--- src/rtl/core/page_aligned_range_coalescer_core_assert.svh ---
// assertion macros for the range coalescer core
// expects clk and rst in the scope where the macros are used
`ifndef PAGE_ALIGNED_RANGE_COALESCER_CORE_ASSERT_SVH
`define PAGE_ALIGNED_RANGE_COALESCER_CORE_ASSERT_SVH

// consequent checked in the same cycle as the antecedent
`define PARC_ASSERT_SAME(label, ante, cons, msg) \
  label: assert property (@(posedge clk) disable iff (rst) (ante) |-> (cons)) \
    else $error(msg);

// consequent checked in the cycle after the antecedent
`define PARC_ASSERT_NEXT(label, ante, cons, msg) \
  label: assert property (@(posedge clk) disable iff (rst) (ante) |=> (cons)) \
    else $error(msg);

`endif

--- src/rtl/core/parc_pkg.sv ---
// shared types, codes and constants of the range coalescer core
// no dependencies
`default_nettype none

package parc_pkg;

  // field widths
  localparam int ADDR_W   = 32;
  localparam int LEN_W    = 32;
  localparam int RLEN_W   = 33;
  localparam int PAGE_W   = 17;
  localparam int CMD_W    = 2;
  localparam int STAT_W   = 2;
  localparam int SLOT_W   = 4;
  localparam int COUNT_W  = 5;

  // remainder unit: dividend width and bits retired per cycle
  localparam int DIV_W     = 34;
  localparam int DIV_STEPS = 2;

  localparam int MAX_ENTRIES_DEF = 16;

  localparam logic [PAGE_W-1:0] PAGE_RESET = 17'd256;
  localparam logic [DIV_W-1:0]  LEN_LIMIT  = 34'h1_0000_0000;

  // command codes
  localparam logic [CMD_W-1:0] CMD_ADD   = 2'd0;
  localparam logic [CMD_W-1:0] CMD_READ  = 2'd1;
  localparam logic [CMD_W-1:0] CMD_CLEAR = 2'd2;

  // status codes
  localparam logic [STAT_W-1:0] ST_OK       = 2'd0;
  localparam logic [STAT_W-1:0] ST_APPENDED = 2'd1;
  localparam logic [STAT_W-1:0] ST_FULL     = 2'd2;
  localparam logic [STAT_W-1:0] ST_ABSENT   = 2'd3;

  typedef struct packed {
    logic [CMD_W-1:0]  command;
    logic [ADDR_W-1:0] address;
    logic [LEN_W-1:0]  length;
    logic [SLOT_W-1:0] entry_index;
  } request_t;

  typedef struct packed {
    logic [STAT_W-1:0]  status;
    logic [SLOT_W-1:0]  slot;
    logic [ADDR_W-1:0]  range_start;
    logic [RLEN_W-1:0]  range_length;
    logic [COUNT_W-1:0] entry_count;
  } result_t;

  // datapath operations issued by the controller
  typedef enum logic [3:0] {
    OP_IDLE,
    OP_LOAD,
    OP_READ_SCAN,
    OP_NEXT,
    OP_READ_IDX,
    OP_DIV_MERGE,
    OP_DIV_ADDR,
    OP_DIV_LEN,
    OP_WRITE_MERGE,
    OP_WRITE_APPEND,
    OP_EMIT_READ,
    OP_EMIT_FULL,
    OP_CLEAR,
    OP_EMIT_NONE
  } dp_op_t;

  // datapath status seen by the controller
  typedef struct packed {
    logic [CMD_W-1:0] command;
    logic             hit;
    logic             scan_end;
    logic             full;
    logic             rem_busy;
  } dp_status_t;

endpackage

`default_nettype wire

--- src/rtl/core/parc_ram.sv ---
// generic single-write, single-read RAM with registered read data
// no dependencies
`default_nettype none

module parc_ram #(
  parameter int W = 8,
  parameter int D = 16
) (
  input  wire logic                            clk,
  input  wire logic                            wr_en,
  input  wire logic [((D > 1) ? $clog2(D) : 1)-1:0] wr_addr,
  input  wire logic [W-1:0]                    wr_data,
  input  wire logic                            rd_en,
  input  wire logic [((D > 1) ? $clog2(D) : 1)-1:0] rd_addr,
  output logic      [W-1:0]                    rd_data
);

  logic [W-1:0] mem [D];

  // write port and registered read port
  always_ff @(posedge clk) begin
    if (wr_en) begin
      mem[wr_addr] <= wr_data;
    end
    if (rd_en) begin
      rd_data <= mem[rd_addr];
    end
  end

endmodule

`default_nettype wire

--- src/rtl/core/parc_rem.sv ---
// iterative remainder unit, two dividend bits per cycle
// depends on parc_pkg
`default_nettype none

module parc_rem
  import parc_pkg::*;
(
  input  wire logic              clk,
  input  wire logic              rst,
  input  wire logic              start,
  input  wire logic [DIV_W-1:0]  dividend,
  input  wire logic [PAGE_W-1:0] divisor,
  output logic                   busy,
  output logic      [PAGE_W-1:0] remainder
);

  localparam int ITERS = DIV_W / DIV_STEPS;
  localparam int CNT_W = $clog2(ITERS + 1);

  logic [DIV_W-1:0]  shift;
  logic [DIV_W-1:0]  shift_next;
  logic [PAGE_W-1:0] rem_next;
  logic [CNT_W-1:0]  cnt;

  // restoring steps: shift in one dividend bit, subtract divisor if it fits
  always_comb begin
    logic [PAGE_W:0] t;
    shift_next = shift;
    rem_next   = remainder;
    for (int k = 0; k < DIV_STEPS; k++) begin
      t = {rem_next, shift_next[DIV_W-1]};
      if (t >= {1'b0, divisor}) begin
        t = t - {1'b0, divisor};
      end
      rem_next   = t[PAGE_W-1:0];
      shift_next = {shift_next[DIV_W-2:0], 1'b0};
    end
  end

  // iteration counter and working registers
  always_ff @(posedge clk) begin
    if (rst) begin
      cnt <= '0;
    end else if (start) begin
      shift     <= dividend;
      remainder <= '0;
      cnt       <= CNT_W'(ITERS);
    end else if (cnt != '0) begin
      shift     <= shift_next;
      remainder <= rem_next;
      cnt       <= cnt - 1'b1;
    end
  end

  assign busy = (cnt != '0);

endmodule

`default_nettype wire

--- src/rtl/core/parc_dp.sv ---
// datapath: range table RAM, page register, rounding and result register
// depends on parc_pkg, parc_ram, parc_rem
`default_nettype none

module parc_dp
  import parc_pkg::*;
#(
  parameter int MAX_ENTRIES = MAX_ENTRIES_DEF
) (
  input  wire logic              clk,
  input  wire logic              rst,
  input  wire dp_op_t            op,
  output dp_status_t             st,
  input  wire request_t          request,
  input  wire logic              cfg_write,
  input  wire logic [PAGE_W-1:0] cfg_data,
  output logic                   done,
  output result_t                result
);

  localparam int CW    = $clog2(MAX_ENTRIES + 1);
  localparam int AW    = (MAX_ENTRIES > 1) ? $clog2(MAX_ENTRIES) : 1;
  localparam int RAM_W = ADDR_W + RLEN_W;
  localparam logic [CW-1:0] MAX_COUNT = CW'(MAX_ENTRIES);

  logic [PAGE_W-1:0] page_bytes;
  logic [PAGE_W-1:0] page_eff;
  request_t          req;
  logic [CW-1:0]     scan_i;
  logic [CW-1:0]     count;
  logic [CW-1:0]     count_inc;
  logic [ADDR_W-1:0] seg_start;
  logic [RLEN_W-1:0] seg_len;
  logic [DIV_W-1:0]  dvd;

  logic              wr_en;
  logic [AW-1:0]     wr_addr;
  logic [RAM_W-1:0]  wr_data;
  logic              rd_en;
  logic [AW-1:0]     rd_addr;
  logic [RAM_W-1:0]  rd_data;
  logic [ADDR_W-1:0] ent_start;
  logic [RLEN_W-1:0] ent_len;

  logic              rem_start;
  logic [DIV_W-1:0]  rem_dvd;
  logic              rem_busy;
  logic [PAGE_W-1:0] remainder;

  logic [DIV_W-1:0]  merge_dvd;
  logic [DIV_W-1:0]  len_dvd;
  logic [DIV_W-1:0]  rounded;
  logic [RLEN_W-1:0] new_len;
  logic [RLEN_W-1:0] merged_len;
  logic              hit;
  logic              idx_ok;
  logic [AW-1:0]     scan_addr;
  logic [AW-1:0]     count_addr;
  logic [AW-1:0]     idx_addr;

  // narrow an index to the slot field
  function automatic logic [SLOT_W-1:0] to_slot(input logic [CW-1:0] v);
    logic [CW+SLOT_W-1:0] w;
    w = {{SLOT_W{1'b0}}, v};
    return w[SLOT_W-1:0];
  endfunction

  // narrow a count to the entry_count field
  function automatic logic [COUNT_W-1:0] to_count(input logic [CW-1:0] v);
    logic [CW+COUNT_W-1:0] w;
    w = {{COUNT_W{1'b0}}, v};
    return w[COUNT_W-1:0];
  endfunction

  // table addresses
  always_comb begin
    logic [CW+AW-1:0]     ws;
    logic [CW+AW-1:0]     wc;
    logic [SLOT_W+AW-1:0] wi;
    ws         = {{AW{1'b0}}, scan_i};
    wc         = {{AW{1'b0}}, count};
    wi         = {{AW{1'b0}}, req.entry_index};
    scan_addr  = ws[AW-1:0];
    count_addr = wc[AW-1:0];
    idx_addr   = wi[AW-1:0];
  end

  // a page size of zero means no rounding
  assign page_eff  = (page_bytes == '0) ? PAGE_W'(1) : page_bytes;
  assign count_inc = count + 1'b1;

  assign ent_start = rd_data[RAM_W-1:RLEN_W];
  assign ent_len   = rd_data[RLEN_W-1:0];

  // closed span test against the entry just read
  assign hit = (req.address >= ent_start) &&
               (({2'b00, ent_start} + {1'b0, ent_len}) >= {2'b00, req.address});

  // dividends for the rounding: value plus page minus one
  assign merge_dvd = {2'b00, req.address - ent_start} + {2'b00, req.length} +
                     {{(DIV_W-PAGE_W){1'b0}}, page_eff} - DIV_W'(1);
  assign len_dvd   = {2'b00, req.length} +
                     {{(DIV_W-PAGE_W){1'b0}}, page_eff} - DIV_W'(1);

  // round up by dropping the remainder, then saturate
  assign rounded    = dvd - {{(DIV_W-PAGE_W){1'b0}}, remainder};
  assign new_len    = (rounded > LEN_LIMIT) ? LEN_LIMIT[RLEN_W-1:0] : rounded[RLEN_W-1:0];
  assign merged_len = (new_len > seg_len) ? new_len : seg_len;

  assign idx_ok = ({{CW{1'b0}}, req.entry_index} < {{SLOT_W{1'b0}}, count});

  // RAM and remainder unit controls
  always_comb begin
    rd_en     = 1'b0;
    rd_addr   = scan_addr;
    wr_en     = 1'b0;
    wr_addr   = scan_addr;
    wr_data   = {seg_start, merged_len};
    rem_start = 1'b0;
    rem_dvd   = merge_dvd;
    case (op)
      OP_READ_SCAN: begin
        rd_en = 1'b1;
      end
      OP_READ_IDX: begin
        rd_en   = 1'b1;
        rd_addr = idx_addr;
      end
      OP_DIV_MERGE: begin
        rem_start = 1'b1;
      end
      OP_DIV_ADDR: begin
        rem_start = 1'b1;
        rem_dvd   = {2'b00, req.address};
      end
      OP_DIV_LEN: begin
        rem_start = 1'b1;
        rem_dvd   = len_dvd;
      end
      OP_WRITE_MERGE: begin
        wr_en = 1'b1;
      end
      OP_WRITE_APPEND: begin
        wr_en   = 1'b1;
        wr_addr = count_addr;
        wr_data = {seg_start, new_len};
      end
      default: begin
      end
    endcase
  end

  // control registers: page size, count, scan index, result strobe
  always_ff @(posedge clk) begin
    if (rst) begin
      page_bytes <= PAGE_RESET;
      count      <= '0;
      scan_i     <= '0;
      done       <= 1'b0;
    end else begin
      if (cfg_write) begin
        page_bytes <= cfg_data;
      end
      done <= 1'b0;
      case (op)
        OP_LOAD: begin
          scan_i <= '0;
        end
        OP_NEXT: begin
          scan_i <= scan_i + 1'b1;
        end
        OP_WRITE_APPEND: begin
          count <= count_inc;
          done  <= 1'b1;
        end
        OP_CLEAR: begin
          count <= '0;
          done  <= 1'b1;
        end
        OP_WRITE_MERGE, OP_EMIT_READ, OP_EMIT_FULL, OP_EMIT_NONE: begin
          done <= 1'b1;
        end
        default: begin
        end
      endcase
    end
  end

  // payload registers: latched item, working entry, result
  always_ff @(posedge clk) begin
    case (op)
      OP_LOAD: begin
        req <= request;
      end
      OP_DIV_MERGE: begin
        seg_start <= ent_start;
        seg_len   <= ent_len;
        dvd       <= merge_dvd;
      end
      OP_DIV_LEN: begin
        seg_start <= req.address - {{(ADDR_W-PAGE_W){1'b0}}, remainder};
        dvd       <= len_dvd;
      end
      OP_WRITE_MERGE: begin
        result <= '{status: ST_OK, slot: to_slot(scan_i), range_start: seg_start,
                    range_length: merged_len, entry_count: to_count(count)};
      end
      OP_WRITE_APPEND: begin
        result <= '{status: ST_APPENDED, slot: to_slot(count), range_start: seg_start,
                    range_length: new_len, entry_count: to_count(count_inc)};
      end
      OP_EMIT_READ: begin
        if (idx_ok) begin
          result <= '{status: ST_OK, slot: req.entry_index, range_start: ent_start,
                      range_length: ent_len, entry_count: to_count(count)};
        end else begin
          result <= '{status: ST_ABSENT, slot: req.entry_index, range_start: '0,
                      range_length: '0, entry_count: to_count(count)};
        end
      end
      OP_EMIT_FULL: begin
        result <= '{status: ST_FULL, slot: '0, range_start: '0,
                    range_length: '0, entry_count: to_count(count)};
      end
      OP_CLEAR: begin
        result <= '0;
      end
      OP_EMIT_NONE: begin
        result <= '{status: ST_OK, slot: '0, range_start: '0,
                    range_length: '0, entry_count: to_count(count)};
      end
      default: begin
      end
    endcase
  end

  // status back to the controller
  assign st.command  = req.command;
  assign st.hit      = hit;
  assign st.scan_end = (scan_i == count);
  assign st.full     = (count == MAX_COUNT);
  assign st.rem_busy = rem_busy;

  parc_ram #(
    .W (RAM_W),
    .D (MAX_ENTRIES)
  ) u_table (
    .clk     (clk),
    .wr_en   (wr_en),
    .wr_addr (wr_addr),
    .wr_data (wr_data),
    .rd_en   (rd_en),
    .rd_addr (rd_addr),
    .rd_data (rd_data)
  );

  parc_rem u_rem (
    .clk       (clk),
    .rst       (rst),
    .start     (rem_start),
    .dividend  (rem_dvd),
    .divisor   (page_eff),
    .busy      (rem_busy),
    .remainder (remainder)
  );

endmodule

`default_nettype wire

--- src/rtl/core/parc_ctrl.sv ---
// controller: sequences search, rounding, table update and result
// depends on parc_pkg
`default_nettype none

module parc_ctrl
  import parc_pkg::*;
(
  input  wire logic       clk,
  input  wire logic       rst,
  input  wire logic       start,
  input  wire dp_status_t st,
  output dp_op_t          op,
  output logic            busy
);

  typedef enum logic [2:0] {
    S_IDLE,
    S_DISPATCH,
    S_SCAN_RD,
    S_SCAN_CMP,
    S_WAIT_MERGE,
    S_WAIT_ADDR,
    S_WAIT_LEN,
    S_READ_OUT
  } state_t;

  state_t state;
  state_t state_next;

  // next state and datapath operation
  always_comb begin
    state_next = state;
    op         = OP_IDLE;
    case (state)
      S_IDLE: begin
        if (start) begin
          op         = OP_LOAD;
          state_next = S_DISPATCH;
        end
      end
      S_DISPATCH: begin
        case (st.command)
          CMD_ADD: begin
            state_next = S_SCAN_RD;
          end
          CMD_READ: begin
            op         = OP_READ_IDX;
            state_next = S_READ_OUT;
          end
          CMD_CLEAR: begin
            op         = OP_CLEAR;
            state_next = S_IDLE;
          end
          default: begin
            op         = OP_EMIT_NONE;
            state_next = S_IDLE;
          end
        endcase
      end
      // read the next valid entry, or finish the search without a hit
      S_SCAN_RD: begin
        if (!st.scan_end) begin
          op         = OP_READ_SCAN;
          state_next = S_SCAN_CMP;
        end else if (st.full) begin
          op         = OP_EMIT_FULL;
          state_next = S_IDLE;
        end else begin
          op         = OP_DIV_ADDR;
          state_next = S_WAIT_ADDR;
        end
      end
      S_SCAN_CMP: begin
        if (st.hit) begin
          op         = OP_DIV_MERGE;
          state_next = S_WAIT_MERGE;
        end else begin
          op         = OP_NEXT;
          state_next = S_SCAN_RD;
        end
      end
      S_WAIT_MERGE: begin
        if (!st.rem_busy) begin
          op         = OP_WRITE_MERGE;
          state_next = S_IDLE;
        end
      end
      S_WAIT_ADDR: begin
        if (!st.rem_busy) begin
          op         = OP_DIV_LEN;
          state_next = S_WAIT_LEN;
        end
      end
      S_WAIT_LEN: begin
        if (!st.rem_busy) begin
          op         = OP_WRITE_APPEND;
          state_next = S_IDLE;
        end
      end
      S_READ_OUT: begin
        op         = OP_EMIT_READ;
        state_next = S_IDLE;
      end
      default: begin
        state_next = S_IDLE;
      end
    endcase
  end

  // state register
  always_ff @(posedge clk) begin
    if (rst) begin
      state <= S_IDLE;
    end else begin
      state <= state_next;
    end
  end

  assign busy = (state != S_IDLE);

endmodule

`default_nettype wire

--- src/rtl/core/page_aligned_range_coalescer_core.sv ---
// top level of the page-aligned range coalescer
// depends on parc_pkg, parc_ctrl, parc_dp and the assertion macro header
`default_nettype none
`include "page_aligned_range_coalescer_core_assert.svh"

// An item is taken when start is high and busy is low; its single result
// appears on result for exactly one cycle with done high, and the receiver
// cannot hold it off, so it must capture the result in that cycle. Clear and
// the unused command pass through the dispatch state alone, a read also
// through the read-out state. An add searches the valid entries in order,
// reading each through the table RAM's registered read port, and each page
// rounding runs in the shared remainder unit (two bits per cycle over a
// 34-bit dividend): a merge needs one rounding, an append two (address and
// length), and a full table answers once all entries are searched. The page
// size may be written through the cfg channel whenever busy is low;
// cfg_ready follows !busy. There is no clearing pass after reset.
module page_aligned_range_coalescer_core
  import parc_pkg::*;
#(
  parameter int MAX_ENTRIES = MAX_ENTRIES_DEF
) (
  input  wire logic              clk,
  input  wire logic              rst,
  input  wire logic              start,
  output logic                   busy,
  input  wire request_t          request,
  output logic                   done,
  output result_t                result,
  input  wire logic              cfg_valid,
  output logic                   cfg_ready,
  input  wire logic [PAGE_W-1:0] cfg_data
);

  dp_op_t     op;
  dp_status_t st;

  assign cfg_ready = !busy;

  parc_ctrl u_ctrl (
    .clk   (clk),
    .rst   (rst),
    .start (start),
    .st    (st),
    .op    (op),
    .busy  (busy)
  );

  parc_dp #(
    .MAX_ENTRIES (MAX_ENTRIES)
  ) u_dp (
    .clk       (clk),
    .rst       (rst),
    .op        (op),
    .st        (st),
    .request   (request),
    .cfg_write (cfg_valid && cfg_ready),
    .cfg_data  (cfg_data),
    .done      (done),
    .result    (result)
  );

  // checks on the command sequencing
  `PARC_ASSERT_SAME(a_done_idle, done, !busy, "result given while still busy")
  `PARC_ASSERT_NEXT(a_accept_busy, start && !busy, busy, "accepted item did not start work")
  `PARC_ASSERT_SAME(a_busy_cause, $rose(busy), $past(start), "busy rose without an item")
  `PARC_ASSERT_NEXT(a_single_result, done, !done, "item gave more than one result")

endmodule

`default_nettype wire
--- config.mk ---
export PLATFORM = sky130hd
export DESIGN_NAME = page_aligned_range_coalescer_core
export DESIGN_NICKNAME = d
export VERILOG_FILES = /design/src/rtl/core/parc_pkg.sv /design/src/rtl/core/parc_ram.sv /design/src/rtl/core/parc_rem.sv /design/src/rtl/core/parc_dp.sv /design/src/rtl/core/parc_ctrl.sv /design/src/rtl/core/page_aligned_range_coalescer_core.sv
export VERILOG_INCLUDE_DIRS = /design/src /design/src/rtl/core
export SDC_FILE = /design/constraint.sdc
export NUM_CORES = 2
export LEC_CHECK = 0
export BUFFER_PORTS_ARGS = -buffer_cell sky130_fd_sc_hd__buf_2
export CAP_MARGIN = 25
export CORE_ASPECT_RATIO = 1.75
export CORE_UTILIZATION = 50
export DETAILED_ROUTE_END_ITERATION = 16
export PLACE_DENSITY = 0.66
export SLEW_MARGIN = 20
export SYNTH_ARGS = -nofsm -noshare
export SYNTH_HDL_FRONTEND = slang
export SYNTH_SLANG_ARGS = --single-unit
--- constraint.sdc ---
create_clock -name clk -period 8.9 [get_ports clk]
set_clock_uncertainty 0.1 [all_clocks]
set_input_delay 2.225 -clock clk [delete_from_list [all_inputs] [get_ports clk]]
set_output_delay 2.225 -clock clk [all_outputs]
set_load 0.02 [all_outputs]
==> qor.txt <==
Met3 WL: 15700 um
DR iter-0 viols: 4525
Worst Max-Slew Pin Slew: 1.164 ns
Setup_tns: 0 ns
Worst-skew pair later-pin latency: 0.78 ns
Required time worst endpoint: 9.30 ns
Fin. max-slew vios: 0
Post-synth ARST share: 0%
Largest net degree at the start of global routing: 75
Met2 wire len: 105300 um
Setup bufs post-CTS: 0
Root Driver: clkbuf_16
Mapped cell area: 69610 um2
Wirelength per Cell: 28.63 um
# H-tree levels: 4
Post-DR vias/cell: 6.288
Layout fillers: 11152
First-pass GRT wire length: 302500 um
Post-cts gate resize count: 0
Non-Filler Instances: 7408
Nets: 5887
Post-synthesis cell type count: 90
M1 wire length: 76880 um
Area of the multi-input gates: 24940 um2
Most instantiated library cell after synthesis: edfxtp_1
Number of buffers created by CTS: 134
Reg-to-Reg End: u_dp.u_table.rd_data[59]$_DFFE_PP_
Clk sinks: 1437
Dpl cells: 7164
Worst setup path class: flip-flop to flip-flop
Prevailing post-synth register cell: edfxtp_1
Layout cell share with drive strength beyond 1: 11.01%
IO Port Bufs: 169
Reg2reg start: u_dp.u_table.rd_data[33]$_DFFE_PP_
Starting Density: 50.50%
Minimum clock period after layout: 8.438 ns
All-Layer GR Usage: 29.68%
Reg clk slew, reported paths: 0.06 ns
CTS tree: yes
Syn nets: 5669
Seq/Total Area, Yosys: 61.48%
Initial antenna violation count: 9
Slew HR: 22.43%
Full die area: 140800 um2
Cell taking the most area after synthesis: edfxtp_1
Clock tree buffer depth: 3
DP HPWL: 140300 um
FF+latch count, synth: 1437
Status: finished, final reports clean
Fmax: 0.1185 GHz
Cells after Synth: 5266
Die X: 284.0 um
Top post-synthesis cells by area: edfxtp_1 (60%), mux2i_1 (7.9%), ha_1 (5.4%)
CP arrival: 8.84 ns
Rows: 180
Max-cap violations: 0
Vias in the first global route: 45943
Final wirelength: 212100 um
DRC: 0
Ports: 170
Register area: 42790 um2
RSZ-0062 raised after global routing: false
Critical Path Slowest Stage Cell: mux2i_4
Hold_buf cts: 0
CP Max Fanout: 56
Hold WC Path Type: flip-flop to flip-flop
Via Count: 46582
Core footprint: 137800 um2
Crit path capture type: flip-flop
Chip Height: 495.6 um
CP startpoint: u_dp.u_table.rd_data[33]$_DFFE_PP_
Worst setup SP type: flip-flop
Setup crit end: u_dp.u_table.rd_data[59]$_DFFE_PP_
Flop2flop setup slack: 0.46 ns
First-pass detailed-route iteration total: 6
Area delta synth->final: 11.64%
Routability congestion estimate: 0.9713
Largest stage delay, worst path: 0.85 ns
Hold Path Depth: 2
FF-to-FF path depth: 28
Congestion Overflow GR: 0
Ys Warns: 0
# setup viols final: 0
Avg Cell Area, Syn: 13.22 um2
Final hold vios: 0
Post-DRT Antenna Nets: 0
Post-synth top cells: edfxtp_1 (1401), mux2i_1 (547), ha_1 (303)
Top cell type's share of synthesized area: 60.44%
Uppermost routed layer: met4
Post-synth EDFFs: 1401
Period Utilization, post-route: 94.81%
==> per-layer routing <==
layer / vias up / GRT usage (%)
met3: 576 / 4.541
met2: 2233 / 51.65
met1: 23185 / 34.61
met4: 0 / 17.95
li1: 20588 / -
met5: - / 0
==> layout by cell type, fill, tap and decap left out, types with 169 or more instances in the layout <==
cell	count
edfxtp_1	1401
mux2i_1	545
ha_1	303
nand2_1	294
inv_1	282
o22ai_1	266
nor2_1	241
a21oi_1	210
o21ai_0	200
buf_2	169
==> critical path: cells and delay by family (launching register included) <==
| kind | cells | cell delay [ns] |
|---|---|---|
| xor+xnor | 1 | 0.08 |
| fa+ha+maj | 3 | 1.01 |
| buf+inv | 1 | 0.40 |
| compound gates | 13 | 2.82 |
| mux | 2 | 1.11 |
| flops | 1 | 0.57 |
| simple gates | 8 | 1.95 |
==> registers in the layout, summed over array words and instances, names as in the netlist, 5 cells and up <==
| name | flops |
|---|---|
| u_dp.count | 5 |
| u_dp.dvd | 34 |
| u_dp.page_bytes | 17 |
| u_dp.req | 64 |
| u_dp.result | 76 |
| u_dp.scan_i | 5 |
| u_dp.seg_len | 33 |
| u_dp.seg_start | 32 |
| u_dp.u_rem.cnt | 5 |
| u_dp.u_rem.remainder | 17 |
| u_dp.u_rem.shift | 34 |
| u_dp.u_table.mem | 1040 |
| u_dp.u_table.rd_data | 65 |
==> how the worst min path moves through the flow <==
stage,start,endpoint
after floorplan,u_dp.u_rem.cnt[4]$_SDFFE_PP0P_,u_dp.u_rem.cnt[4]$_SDFFE_PP0P_
after global placement,u_dp.u_rem.cnt[4]$_SDFFE_PP0P_,u_dp.u_rem.cnt[4]$_SDFFE_PP0P_
after detailed placement,u_dp.u_rem.cnt[4]$_SDFFE_PP0P_,u_dp.u_rem.cnt[4]$_SDFFE_PP0P_
after CTS,u_dp.u_rem.cnt[4]$_SDFFE_PP0P_,u_dp.u_rem.cnt[4]$_SDFFE_PP0P_
after global routing,u_dp.u_rem.cnt[4]$_SDFFE_PP0P_,u_dp.u_rem.cnt[4]$_SDFFE_PP0P_
final,u_dp.u_rem.cnt[4]$_SDFFE_PP0P_,u_dp.u_rem.cnt[4]$_SDFFE_PP0P_
==> metrics by stage <==
step	setup WS (ns)	hold WS (ns)	util (%)	area, um2
6_report	0.4621	0.3738	56.38	77710
3_5_place_dp	0.5055	0.3625	53.20	73320
4_1_cts	0.4990	0.3719	56.35	77670
3_3_place_gp	0.5761	0.3583	53.14	73250
2_1_floorplan	0.9056	0.3466	-	69610
5_1_grt	0.01358	0.3906	56.38	77710
==> final cells by class <==
class / count / share of cell area [%]
antenna: 1 / 0.003220
clock buffer: 160 / 4.508
timing repair buffer: 309 / 2.955
clock inverter: 79 / 1.082
sequential: 1437 / 55.07
inverter: 282 / 1.362
multi-input combinational: 3320 / 32.09
tap: 1820 / 2.930
==> cells by family (layout without fill, tap and decap cells) <==
kind of cell               Yosys count  in the layout  synth area share (%)
buffers and inverters              509            830                 3.160
xor gates and xnor gates           244            244                 3.070
and+or+nand+nor                   1009           1009                 7.111
adders and majority gates          312            312                 5.705
other                                0              1                     0
muxes                              582            582                 8.432
AOI/OAI and AO/OA                 1173           1173                 11.05
DFF                               1437           1437                 61.48
Power is left out: the tool's default activity adds up to more than one toggle a clock period on the data nets, which glitch-free logic cannot reach.
